===== src/rtl/dhd_pkg.sv =====
`timescale 1ns / 1ps
// Shared types and constants for the directed Hausdorff distance block.
// No dependencies; all other files but dhd_ref_store refer to it by scoped names.
package dhd_pkg;

  localparam int WORST_W = 33;
  localparam int DEV_W   = 17;

  localparam logic [WORST_W-1:0] WORST_MAX = {WORST_W{1'b1}};
  localparam logic [DEV_W-1:0]   DEV_SAT   = 17'd92682;

  typedef enum logic [1:0] {
    FUNC_CLEAR = 2'd0,
    FUNC_ADD   = 2'd1,
    FUNC_CAND  = 2'd2
  } func_t;

  typedef enum logic [1:0] {
    ST_IDLE,
    ST_SCAN,
    ST_SQRT,
    ST_EMIT
  } state_t;

  // Tag that travels with each store read down the distance pipeline.
  typedef struct packed {
    logic valid;
    logic first;
    logic final_elem;
  } tap_t;

endpackage


===== src/rtl/dhd_sqrt.sv =====
`timescale 1ns / 1ps
// Iterative floor square root, one result bit per cycle (restoring method).
// Depends on dhd_pkg (WORST_W, DEV_W).
module dhd_sqrt (
  input  logic                        clk,
  input  logic                        rst_n,
  input  logic                        start,
  input  logic [dhd_pkg::WORST_W-1:0] value,
  output logic                        done,
  output logic [dhd_pkg::DEV_W-1:0]   root
);

  localparam int RW  = dhd_pkg::DEV_W;
  localparam int RAD = 2 * RW;
  localparam int REM = RW + 3;
  localparam int IW  = $clog2(RW);

  logic [RAD-1:0] rad_r;
  logic [REM-1:0] rem_r, rem_sh, trial;
  logic [RW-1:0]  root_r;
  logic [IW-1:0]  iter_r;
  logic           busy_r, done_r;

  always_comb begin
    rem_sh = {rem_r[RW:0], rad_r[RAD-1 -: 2]};
    trial  = REM'({root_r, 2'b01});
  end

  always_ff @(posedge clk) begin
    if (!rst_n) begin
      busy_r <= 1'b0;
      done_r <= 1'b0;
    end else begin
      done_r <= 1'b0;
      if (start) begin
        busy_r <= 1'b1;
      end else if (busy_r && iter_r == '0) begin
        busy_r <= 1'b0;
        done_r <= 1'b1;
      end
    end
  end

  always_ff @(posedge clk) begin
    if (start) begin
      rad_r  <= RAD'(value);
      rem_r  <= '0;
      root_r <= '0;
      iter_r <= IW'(RW - 1);
    end else if (busy_r) begin
      rad_r  <= {rad_r[RAD-3:0], 2'b00};
      iter_r <= iter_r - 1'b1;
      if (rem_sh >= trial) begin
        rem_r  <= rem_sh - trial;
        root_r <= {root_r[RW-2:0], 1'b1};
      end else begin
        rem_r  <= rem_sh;
        root_r <= {root_r[RW-2:0], 1'b0};
      end
    end
  end

  assign done = done_r;
  assign root = root_r;

endmodule


===== config.mk =====
export PLATFORM = sky130hd
export DESIGN_NAME = dhd_sqrt
export DESIGN_NICKNAME = d
export VERILOG_FILES = /design/src/rtl/dhd_pkg.sv /design/src/rtl/dhd_sqrt.sv
export SDC_FILE = /design/constraint.sdc
export NUM_CORES = 1
export LEC_CHECK = 0
export BUFFER_PORTS_ARGS = -buffer_cell sky130_fd_sc_hd__clkbuf_2
export CAP_MARGIN = 20
export CORE_UTILIZATION = 52
export DETAILED_ROUTE_END_ITERATION = 16
export PLACE_DENSITY = 0.76
export REMOVE_ABC_BUFFERS = 1
export SYNTH_ARGS = -nofsm -noshare
export SYNTH_HDL_FRONTEND = slang
export SYNTH_SLANG_ARGS = --single-unit

===== constraint.sdc =====
create_clock -name clk -period 2.3 [get_ports clk]
set_clock_uncertainty 0.2 [all_clocks]
set_input_delay 0.69 -clock clk [delete_from_list [all_inputs] [get_ports clk]]
set_output_delay 0.69 -clock clk [all_outputs]
set_load 0.01 [all_outputs]

==> impl_metrics.tcl <==
set metrics [dict create \
    outcome "complete, but fails checks" \
    failed_checks "setup timing" \
    detailed_place.area_um2 4956 \
    regToRegEndpoint "rem_r[15]" \
    pwr_density_cell_nw_per_um2 1279 \
    ys_top_cells_by_count "50 x nor2_1, 43 x dfxtp_1, 33 x edfxtp_1, 31 x mux2_2, 29 x mux2i_1" \
    syn-mean-instance-area_um2 10.23 \
    drt_iter0_markers 202 \
    postRouteAntennaNets 0 \
    cts_max_level 3 \
    final_util 0.7600 \
    initial_utilization 0.5496 \
    min_from "rem_r[16]" \
    grt_start_max_net_pins 49 \
    rsz0062_at_grt "true" \
    final_report_setup_violation_count 17 \
    required_ps 2350 \
    clock_tree.buffer_depth 2 \
    tightest_slew_ps 622.0 \
    fin_hold_ws_ps 282.1 \
    globalplace.congestion 0.8273 \
    numClockSinks 76 \
    regToRegSetupSlack_ps -150 \
    worstSetupEndpoint "rem_r[15]" \
    setup_slack_ps -154.9 \
    grt_usage 0.2334 \
    insertedDiodeCount 0 \
    synthDistinctLibCells 49 \
    synth-seq-cells 76 \
    crit_family "compound AO/OA/AOI/OAI gates" \
    dieArea_um2 8188 \
    reg2regPathDepth 10 \
    synth-main-ff-cell "dfxtp_1" \
    placement.io_buffers 53 \
    cts_made_buffers 9 \
    row_count 31 \
    final_layout_size_suffix_gt1_frac 0.4689 \
    critical_path.cell_chain "inv_1 -> ha_4 -> o21a_1 -> o22ai_2 -> a211o_1 -> buf_4 -> a21oi_4 -> mux2i_1 -> a31oi_1 -> a21o_1" \
    synth-edff-count 33 \
    timing.critical_path.depth 10 \
    timing.final.crit_period_ps 2455 \
    power.ir.vdd_worst_v 0.0005911 \
    routed_wl_mm 9.548 \
    dieWidth_um 90.49 \
    clk_root_buffer_cell "clkbuf_8" \
    leakage_dissipation_nw 2.396 \
    critical_path.endpoint_type "register" \
    finalInstanceArea_um2 5630 \
    cts_tree "built" \
    clock_latency_ps 360 \
    dp.final_hpwl_mm 6.128 \
    viasPerCell 5.456 \
    fmax_mhz 407.4 \
    syn2layout_area_growth_pct 38.29 \
    global_route_wire_length_before_repair_mm 15.46 \
    cp-startpoint "root[0]" \
    synth_area_um2 4071 \
    crit_arrival_ps 2510 \
    ioPinCount 54 \
    max_stage_delay_ps 330 \
    die-height_um 90.49 \
    drt_drc_violations_left 0 \
    grt_overflow 0 \
    ys_warn_count 0 \
    min-delay-path-class "register to register" \
    syn-instance-count 398 \
    grt_antenna_before_repair 0 \
    critPathSlowestCell "dfxtp_2" \
    final_nets 582 \
    synth.largest_area_cell "edfxtp_1" \
    wl_per_cell_um 15.16 \
    final.period_utilization 1.067 \
    max_transition_viols_final 0 \
    ys_seq_area_frac 0.4548 \
    crit_fanout 4 \
    ys_top_cells_by_area "edfxtp_1 24%, dfxtp_1 21%, mux2_2 8.6%" \
    layout.cells.non_filler 630 \
    critical_setup_path_kind "register to register" \
    drv.max_cap_violation_count 0 \
    detailroute.via_count 3437 \
    dp_slack_ps -268.1 \
    max_slew_margin 0.5845 \
    critical_path.reg2reg.startpoint "root[0]" \
    synth_async_sr_flop_share 0 \
    place_inst 603 \
    post-synth-top-area-fraction 0.2434 \
    ctsHoldBuffers 0 \
    drt_pre_antenna_iters 5 \
    final-hold-violation-count 0 \
    synthMostInstantiatedCell "nor2_1" \
    cp-start-kind "register" \
    core-area_um2 7408 \
    critPathBufInv 2 \
    clkSlewWorstSetupHoldPaths_ps 100 \
    number_of_global_route_vias_before_repair 3465 \
]
## timing repair
action | in CTS | in global routing
cloned | 2 | 0
resized for setup | 56 | 31
setup buffers | 5 | 4
pin swaps | 35 | 18
endpoints found under the setup margin | 19 | 19
## logic make-up (layout without fill, tap and decap cells)
| logic type | after synthesis | in the layout | share of synthesized area |
|---|---|---|---|
| adder cells (fa/ha/maj) | 20 | 20 | 0.06146 |
| AND/OR/NAND/NOR | 102 | 102 | 0.1211 |
| flip-flops | 76 | 76 | 0.4548 |
| multiplexers | 60 | 60 | 0.1570 |
| AO/OA/AOI/OAI | 78 | 78 | 0.1269 |
| XOR/XNOR | 15 | 15 | 0.03227 |
| buffers and inverters | 47 | 180 | 0.04640 |
## worst register-to-register path: cells and delay by family (launching register included)
kind,cells,cell delay (ps)
adder cells (fa/ha/maj),1,300
buffers and inverters,2,230
flip-flops,1,330
multiplexers,1,220
AO/OA/AOI/OAI,6,1080
## report_power, final
| group | switching [W] | total [W] | internal, W |
|---|---|---|---|
| combinational | 0.00210 | 0.00438 | 0.00228 |
| clock | 0.000544 | 0.00108 | 0.000540 |
| sequential | 0.000132 | 0.00174 | 0.00161 |
| total | 0.00278 | 0.00720 | 0.00443 |
## cell usage in the layout (no fill, tap or decap), types with 10 or more instances in the layout
cell / netlist / final
nand2_1: 16 / 12
nor2_1: 50 / 47
edfxtp_1: 33 / 33
dfxtp_1: 43 / 33
ha_4: 0 / 13
clkbuf_2: 0 / 53
a211oi_1: 14 / 10
clkbuf_8: 0 / 10
a21oi_1: 20 / 13
dfxtp_2: 0 / 10
buf_4: 1 / 72
mux2i_1: 29 / 28
mux2_2: 31 / 31
inv_1: 28 / 24
## through the flow
stage	setup TNS, ps	total power, W
final	-1225	0.007202
after global routing	-2621	0.007580
after CTS	-397.3	0.006668
after detailed placement	-2766	0.004862
after global placement	-1850	0.004794
after floorplan	-35660	0.004010
## cell type report
class | count | area [um2]
Clock buffer | 10 | 137.6
Clock inverter | 6 | 71.32
Fill cell | 491 | 1778
Inverter | 28 | 105.1
Multi-Input combinational cell | 275 | 2369
Sequential cell | 76 | 1864
Tap cell | 99 | 123.9
Timing Repair Buffer | 136 | 959.7
## flip-flops by register name (all words and copies together), names as in the netlist
signal,flops
rad_r,34
rem_r,18
root,17
iter_r,5
busy_r,1
done,1
## per-layer routing
layer | vias to the layer above | wire (um) | track usage
met1 | 1632 | 4157 | 0.2769
met2 | 102 | 4756 | 0.3958
li1 | 1687 | - | -
met3 | 16 | 503 | 0.07407
met5 | - | 0 | 0
met4 | 0 | 131 | 0.08199
## worst min path at each step
stage	endpoint	cells past startpoint
floorplan	rem_r[16]	2
global placement	rem_r[16]	2
detailed placement	rem_r[16]	2
CTS	rem_r[16]	2
global route	rad_r[33]	2
finish	rem_r[16]	2
(Power assumes the default switching activity.)
