<file path="src/rtl/dhd_pkg.sv">
`timescale 1ns / 1ps
// Shared types and constants for the directed Hausdorff distance block.
// No dependencies; all other files but dhd_ref_store refer to it by scoped names.
package dhd_pkg;

  localparam int WORST_W = 33;
  localparam int DEV_W   = 17;

  localparam logic [WORST_W-1:0] WORST_MAX = {WORST_W{1'b1}};
  localparam logic [DEV_W-1:0]   DEV_SAT   = 17'd92682;

  typedef enum logic [1:0] {
    FUNC_CLEAR = 2'd0,
    FUNC_ADD   = 2'd1,
    FUNC_CAND  = 2'd2
  } func_t;

  typedef enum logic [1:0] {
    ST_IDLE,
    ST_SCAN,
    ST_SQRT,
    ST_EMIT
  } state_t;

  // Tag that travels with each store read down the distance pipeline.
  typedef struct packed {
    logic valid;
    logic first;
    logic final_elem;
  } tap_t;

endpackage

</file>
<file path="src/rtl/dhd_nearest.sv">
`timescale 1ns / 1ps
// Distance pipeline: abs difference, square, sum and running minimum over one scan.
// Depends on dhd_pkg (tap_t).
module dhd_nearest #(
  parameter int COORD_WIDTH = 16,
  parameter int SUM_W       = 2 * COORD_WIDTH + 1
) (
  input  logic                          clk,
  input  logic                          rst_n,
  input  dhd_pkg::tap_t                 tap_in,
  input  logic signed [COORD_WIDTH-1:0] px,
  input  logic signed [COORD_WIDTH-1:0] py,
  input  logic signed [COORD_WIDTH-1:0] ref_x,
  input  logic signed [COORD_WIDTH-1:0] ref_y,
  output logic                          done,
  output logic [SUM_W-1:0]              nearest
);

  localparam int SQ_W = 2 * COORD_WIDTH;

  dhd_pkg::tap_t tap_a_r, tap_b_r, tap_c_r;
  logic [COORD_WIDTH-1:0] dx_r, dy_r;
  logic [SQ_W-1:0]        sqx_r, sqy_r;
  logic [SUM_W-1:0]       min_r, sum;
  logic                   done_r;
  logic signed [COORD_WIDTH:0] diff_x, diff_y, abs_x, abs_y;

  always_comb begin
    diff_x = {px[COORD_WIDTH-1], px} - {ref_x[COORD_WIDTH-1], ref_x};
    diff_y = {py[COORD_WIDTH-1], py} - {ref_y[COORD_WIDTH-1], ref_y};
    abs_x  = diff_x[COORD_WIDTH] ? -diff_x : diff_x;
    abs_y  = diff_y[COORD_WIDTH] ? -diff_y : diff_y;
    sum    = SUM_W'(sqx_r) + SUM_W'(sqy_r);
  end

  always_ff @(posedge clk) begin
    if (!rst_n) begin
      tap_a_r <= '0;
      tap_b_r <= '0;
      tap_c_r <= '0;
      done_r  <= 1'b0;
    end else begin
      tap_a_r <= tap_in;
      tap_b_r <= tap_a_r;
      tap_c_r <= tap_b_r;
      done_r  <= tap_c_r.valid & tap_c_r.final_elem;
    end
  end

  always_ff @(posedge clk) begin
    dx_r  <= abs_x[COORD_WIDTH-1:0];
    dy_r  <= abs_y[COORD_WIDTH-1:0];
    sqx_r <= dx_r * dx_r;
    sqy_r <= dy_r * dy_r;
    if (tap_c_r.valid && (tap_c_r.first || sum < min_r)) begin
      min_r <= sum;
    end
  end

  assign done    = done_r;
  assign nearest = min_r;

endmodule

</file>
<file path="config.mk">
export PLATFORM = sky130hd
export DESIGN_NAME = dhd_nearest
export DESIGN_NICKNAME = d
export VERILOG_FILES = /design/src/rtl/dhd_pkg.sv /design/src/rtl/dhd_nearest.sv
export SDC_FILE = /design/constraint.sdc
export NUM_CORES = 1
export LEC_CHECK = 0
export BUFFER_PORTS_ARGS = -buffer_cell sky130_fd_sc_hd__buf_2
export CELL_PAD_IN_SITES_DETAIL_PLACEMENT = 0
export CELL_PAD_IN_SITES_GLOBAL_PLACEMENT = 1
export CORE_UTILIZATION = 48
export DETAILED_ROUTE_END_ITERATION = 8
export PLACE_DENSITY = 0.76
export SLEW_MARGIN = 40
export SYNTH_ARGS = -nofsm -noshare
export SYNTH_HDL_FRONTEND = slang
export SYNTH_SLANG_ARGS = --single-unit
export TNS_END_PERCENT = 50
</file>
<file path="constraint.sdc">
create_clock -name clk -period 9.5 [get_ports clk]
set_input_delay 0 -clock clk [delete_from_list [all_inputs] [get_ports clk]]
set_output_delay 0 -clock clk [all_outputs]
set_load 0.02 [all_outputs]
</file>
==> metrics.txt <==
final hold viol count 0; pin count of the biggest net entering global routing 29; CP arrival about 7.6 ns; final worst path period share 0.7580; TritonRoute pass-1 iters 5; post-synthesis sequential area ratio 0.1403; Hold Crit Class primary input to flip-flop; worst endpoint required time 9.88 ns; multi-input logic area 16400 um^2; GRT Total Usage 0.2093; first-pass GRT wire length 78980 um; die width between 200 and 250 um; status finished clean; CORE AREA 44610 um^2; Fin Setup TNS 0 ns; number of library cell types mapped by synthesis 71; slowest cell delay on critical path 0.71 ns; Synth area leader fa_1; clk_lat worst skew ~0.46 ns; synthesized area approximately 22000 um^2; dpl hpwl 38360 um; fraction of layout cells with a size suffix above 1 0.06733; minimum clock period 7.201 ns; drt via density around 5.1; Starting Density 0.4909; Layout Nets 3195; vias in the first global route between 15k and 20k; DRC Markers 0; fin. max-slew vios 0; CP endpoint kind flip-flop; Crit-path slowest cell dfxtp_1; critical path class flip-flop to flip-flop; I/O Pins 103; maximum clock rate 138.9 MHz; setup violators final 0; Reg2Reg Depth 22; RSZ-0062 raised after global routing no; CP Launch Type flip-flop; clock skew 0.01446 ns; n_diodes 0; Area contributors post-synth fa_1 (30%), ha_1 (17%), inv_1 (10%); Synth top area share 0.2980; final worst slack 2.299 ns; total gr overflow 0; Num CTS Buffers 17; TritonCTS clock tree done; syn avg cell area 9.075 um^2; area of the die 46480 um^2; Vias 15.85k; CP most frequent cell fa_1; DRT iter0 DRCs 844; PortBufs ~100; relative slew slack 0.4781; hold depth 4; register area 3073 um^2; Root Driver clkbuf_16; CP Cell Sequence inv_1, nor2_1, ha_1, xor2_1, fa_1, inv_1, fa_1, fa_1, fa_1, inv_1, fa_1, inv_1, ha_1, nand3_1, o221ai_1, a311oi_1, a21oi_1, o41ai_1, o2111ai_1, a221o_1, a21oi_1, xnor2_1; # H-tree levels 4; Max Buffers Root-to-Sink 2; warnings from Yosys 0; maxcap violations 0; Post-CTS Setup Repair Bufs 0; die height around 220 um; ys async rst share 0; WL per Instance 14.68 um; syn nets 3111; final wirelength about 46000 um; Synth Flop Type dfxtp_1; flops & latches, synth around 140; # fillers 4172; ANT nets after route 0; Area Overhead vs Synth 8.285%; initial antenna violation count 0; synthesized instance count about 2.4k; Post-synth EDFFs 33; Post-Place Worst Slack 2.434 ns; CTS clk-pin slew, worst paths 0.07 ns; Clock Sinks 137; CP Max Fanout 15; Placer Congestion 0.8937; worst slew pin tran 0.7677 ns; site row count 77
## path summary, 6_finish.rpt
path	start	endpoint	slack, ns
worst max register to register	dy_r[13]$_DFF_P_	sqy_r[31]$_DFF_P_	2.30
worst min register to register	tap_a_r[0]$_SDFF_PN0_	tap_b_r[0]$_SDFF_PN0_	0.43
worst min-delay path	px[15]	dx_r[15]$_DFF_P_	0.04
worst max-delay path	dy_r[13]$_DFF_P_	sqy_r[31]$_DFF_P_	2.30
## Yosys cell counts, types with 3 or more instances
master / number
inv_1: 595
fa_1: 326
ha_1: 303
nand2_1: 184
xnor2_1: 114
dfxtp_1: 104
nor2_1: 104
a21oi_1: 89
and2_1: 88
a21o_1: 65
o21ai_0: 51
clkbuf_1: 46
xor2_1: 36
edfxtp_1: 33
o21a_1: 22
nand3_1: 21
nand2b_1: 18
nor2b_1: 16
nor3_1: 16
o21bai_1: 16
a211oi_1: 12
o31ai_1: 12
a31oi_1: 11
nand4_1: 11
and3_1: 10
or2_2: 10
a31o_2: 8
o211ai_1: 8
or3_1: 8
nor4_1: 6
o21ai_1: 6
o41ai_1: 6
a211o_1: 4
o2111ai_1: 4
mux2_2: 3
o211a_1: 3
o221ai_1: 3
## kinds of logic (layout without fill, tap and decap cells)
group,count (synthesis),count (layout),share of synthesized area
muxes,4,4,0.002000
AOI/OAI and AO/OA,345,345,0.1057
adders and majority gates,629,629,0.4712
buffers and inverters,646,743,0.1113
and+or+nand+nor,502,502,0.1095
xor gates and xnor gates,150,150,0.06000
DFF,137,137,0.1403
## stage by stage
| stage | instance area (um^2) | util | std cells | hold WS, ns |
|---|---|---|---|---|
| finish | 23710 | 0.5316 | 3102 | 0.03598 |
| global route | 23710 | 0.5316 | 3102 | 0.04742 |
| CTS | 23710 | 0.5316 | 3102 | 0.01723 |
| detailed placement | 22980 | 0.5152 | 3059 | 0.2051 |
| global placement | 22980 | 0.5152 | 3059 | 0.2014 |
| floorplan | 21900 | - | 2413 | 0.1217 |
## layout make-up
| cell class | instances | share of cell area |
|---|---|---|
| Multi-Input combinational cell | 1630 | 0.6918 |
| Sequential cell | 137 | 0.1296 |
| Inverter | 595 | 0.09419 |
| Tap cell | 592 | 0.03124 |
| Timing Repair Buffer | 116 | 0.02712 |
| Clock buffer | 19 | 0.01958 |
| Clock inverter | 13 | 0.006490 |
## what timing repair did
| action | 4_1_cts | 5_1_grt |
|---|---|---|
| gates resized for setup | 0 | 0 |
| hold endpoints to repair | 12 | 0 |
| hold buffers | 11 | 0 |
| setup endpoints to repair | 0 | 0 |
## sequential cells by signal (all words and copies together), names as in the netlist
name / flops
sqx_r: 31
nearest: 33
sqy_r: 31
tap_a_r: 3
dy_r: 16
tap_b_r: 3
dx_r: 16
tap_c_r: 3
done: 1
## placed cells by master (no fill, tap or decap), drive strengths merged, types with 21 or more instances in the layout
cell / instances
o21a: 22
o21ai: 58
xor2: 36
nand2: 184
xnor2: 114
ha: 303
edfxtp: 33
dfxtp: 104
a21oi: 90
inv: 602
nand3: 21
buf: 105
and2: 88
a21o: 65
nor2: 104
fa: 326
## worst max-delay path: cells and delay by family (launching register included)
family | cells | cell delay, ns
fa+ha+maj | 7 | 3.12
compound gates | 7 | 2.18
flops | 1 | 0.71
buf+inv | 4 | 0.43
simple gates | 2 | 0.38
xor+xnor | 2 | 0.32
## per-layer routing
layer  wire (um)  GRT usage  share of wire
met5           0          0              0
met4         949    0.06170          0.021
met3        2003    0.02918          0.044
met2       21420     0.3452           0.47
met1       21170     0.2854           0.46
Power is left out: the tool's default activity adds up to more than one toggle a clock period on the data nets, which glitch-free logic cannot reach.
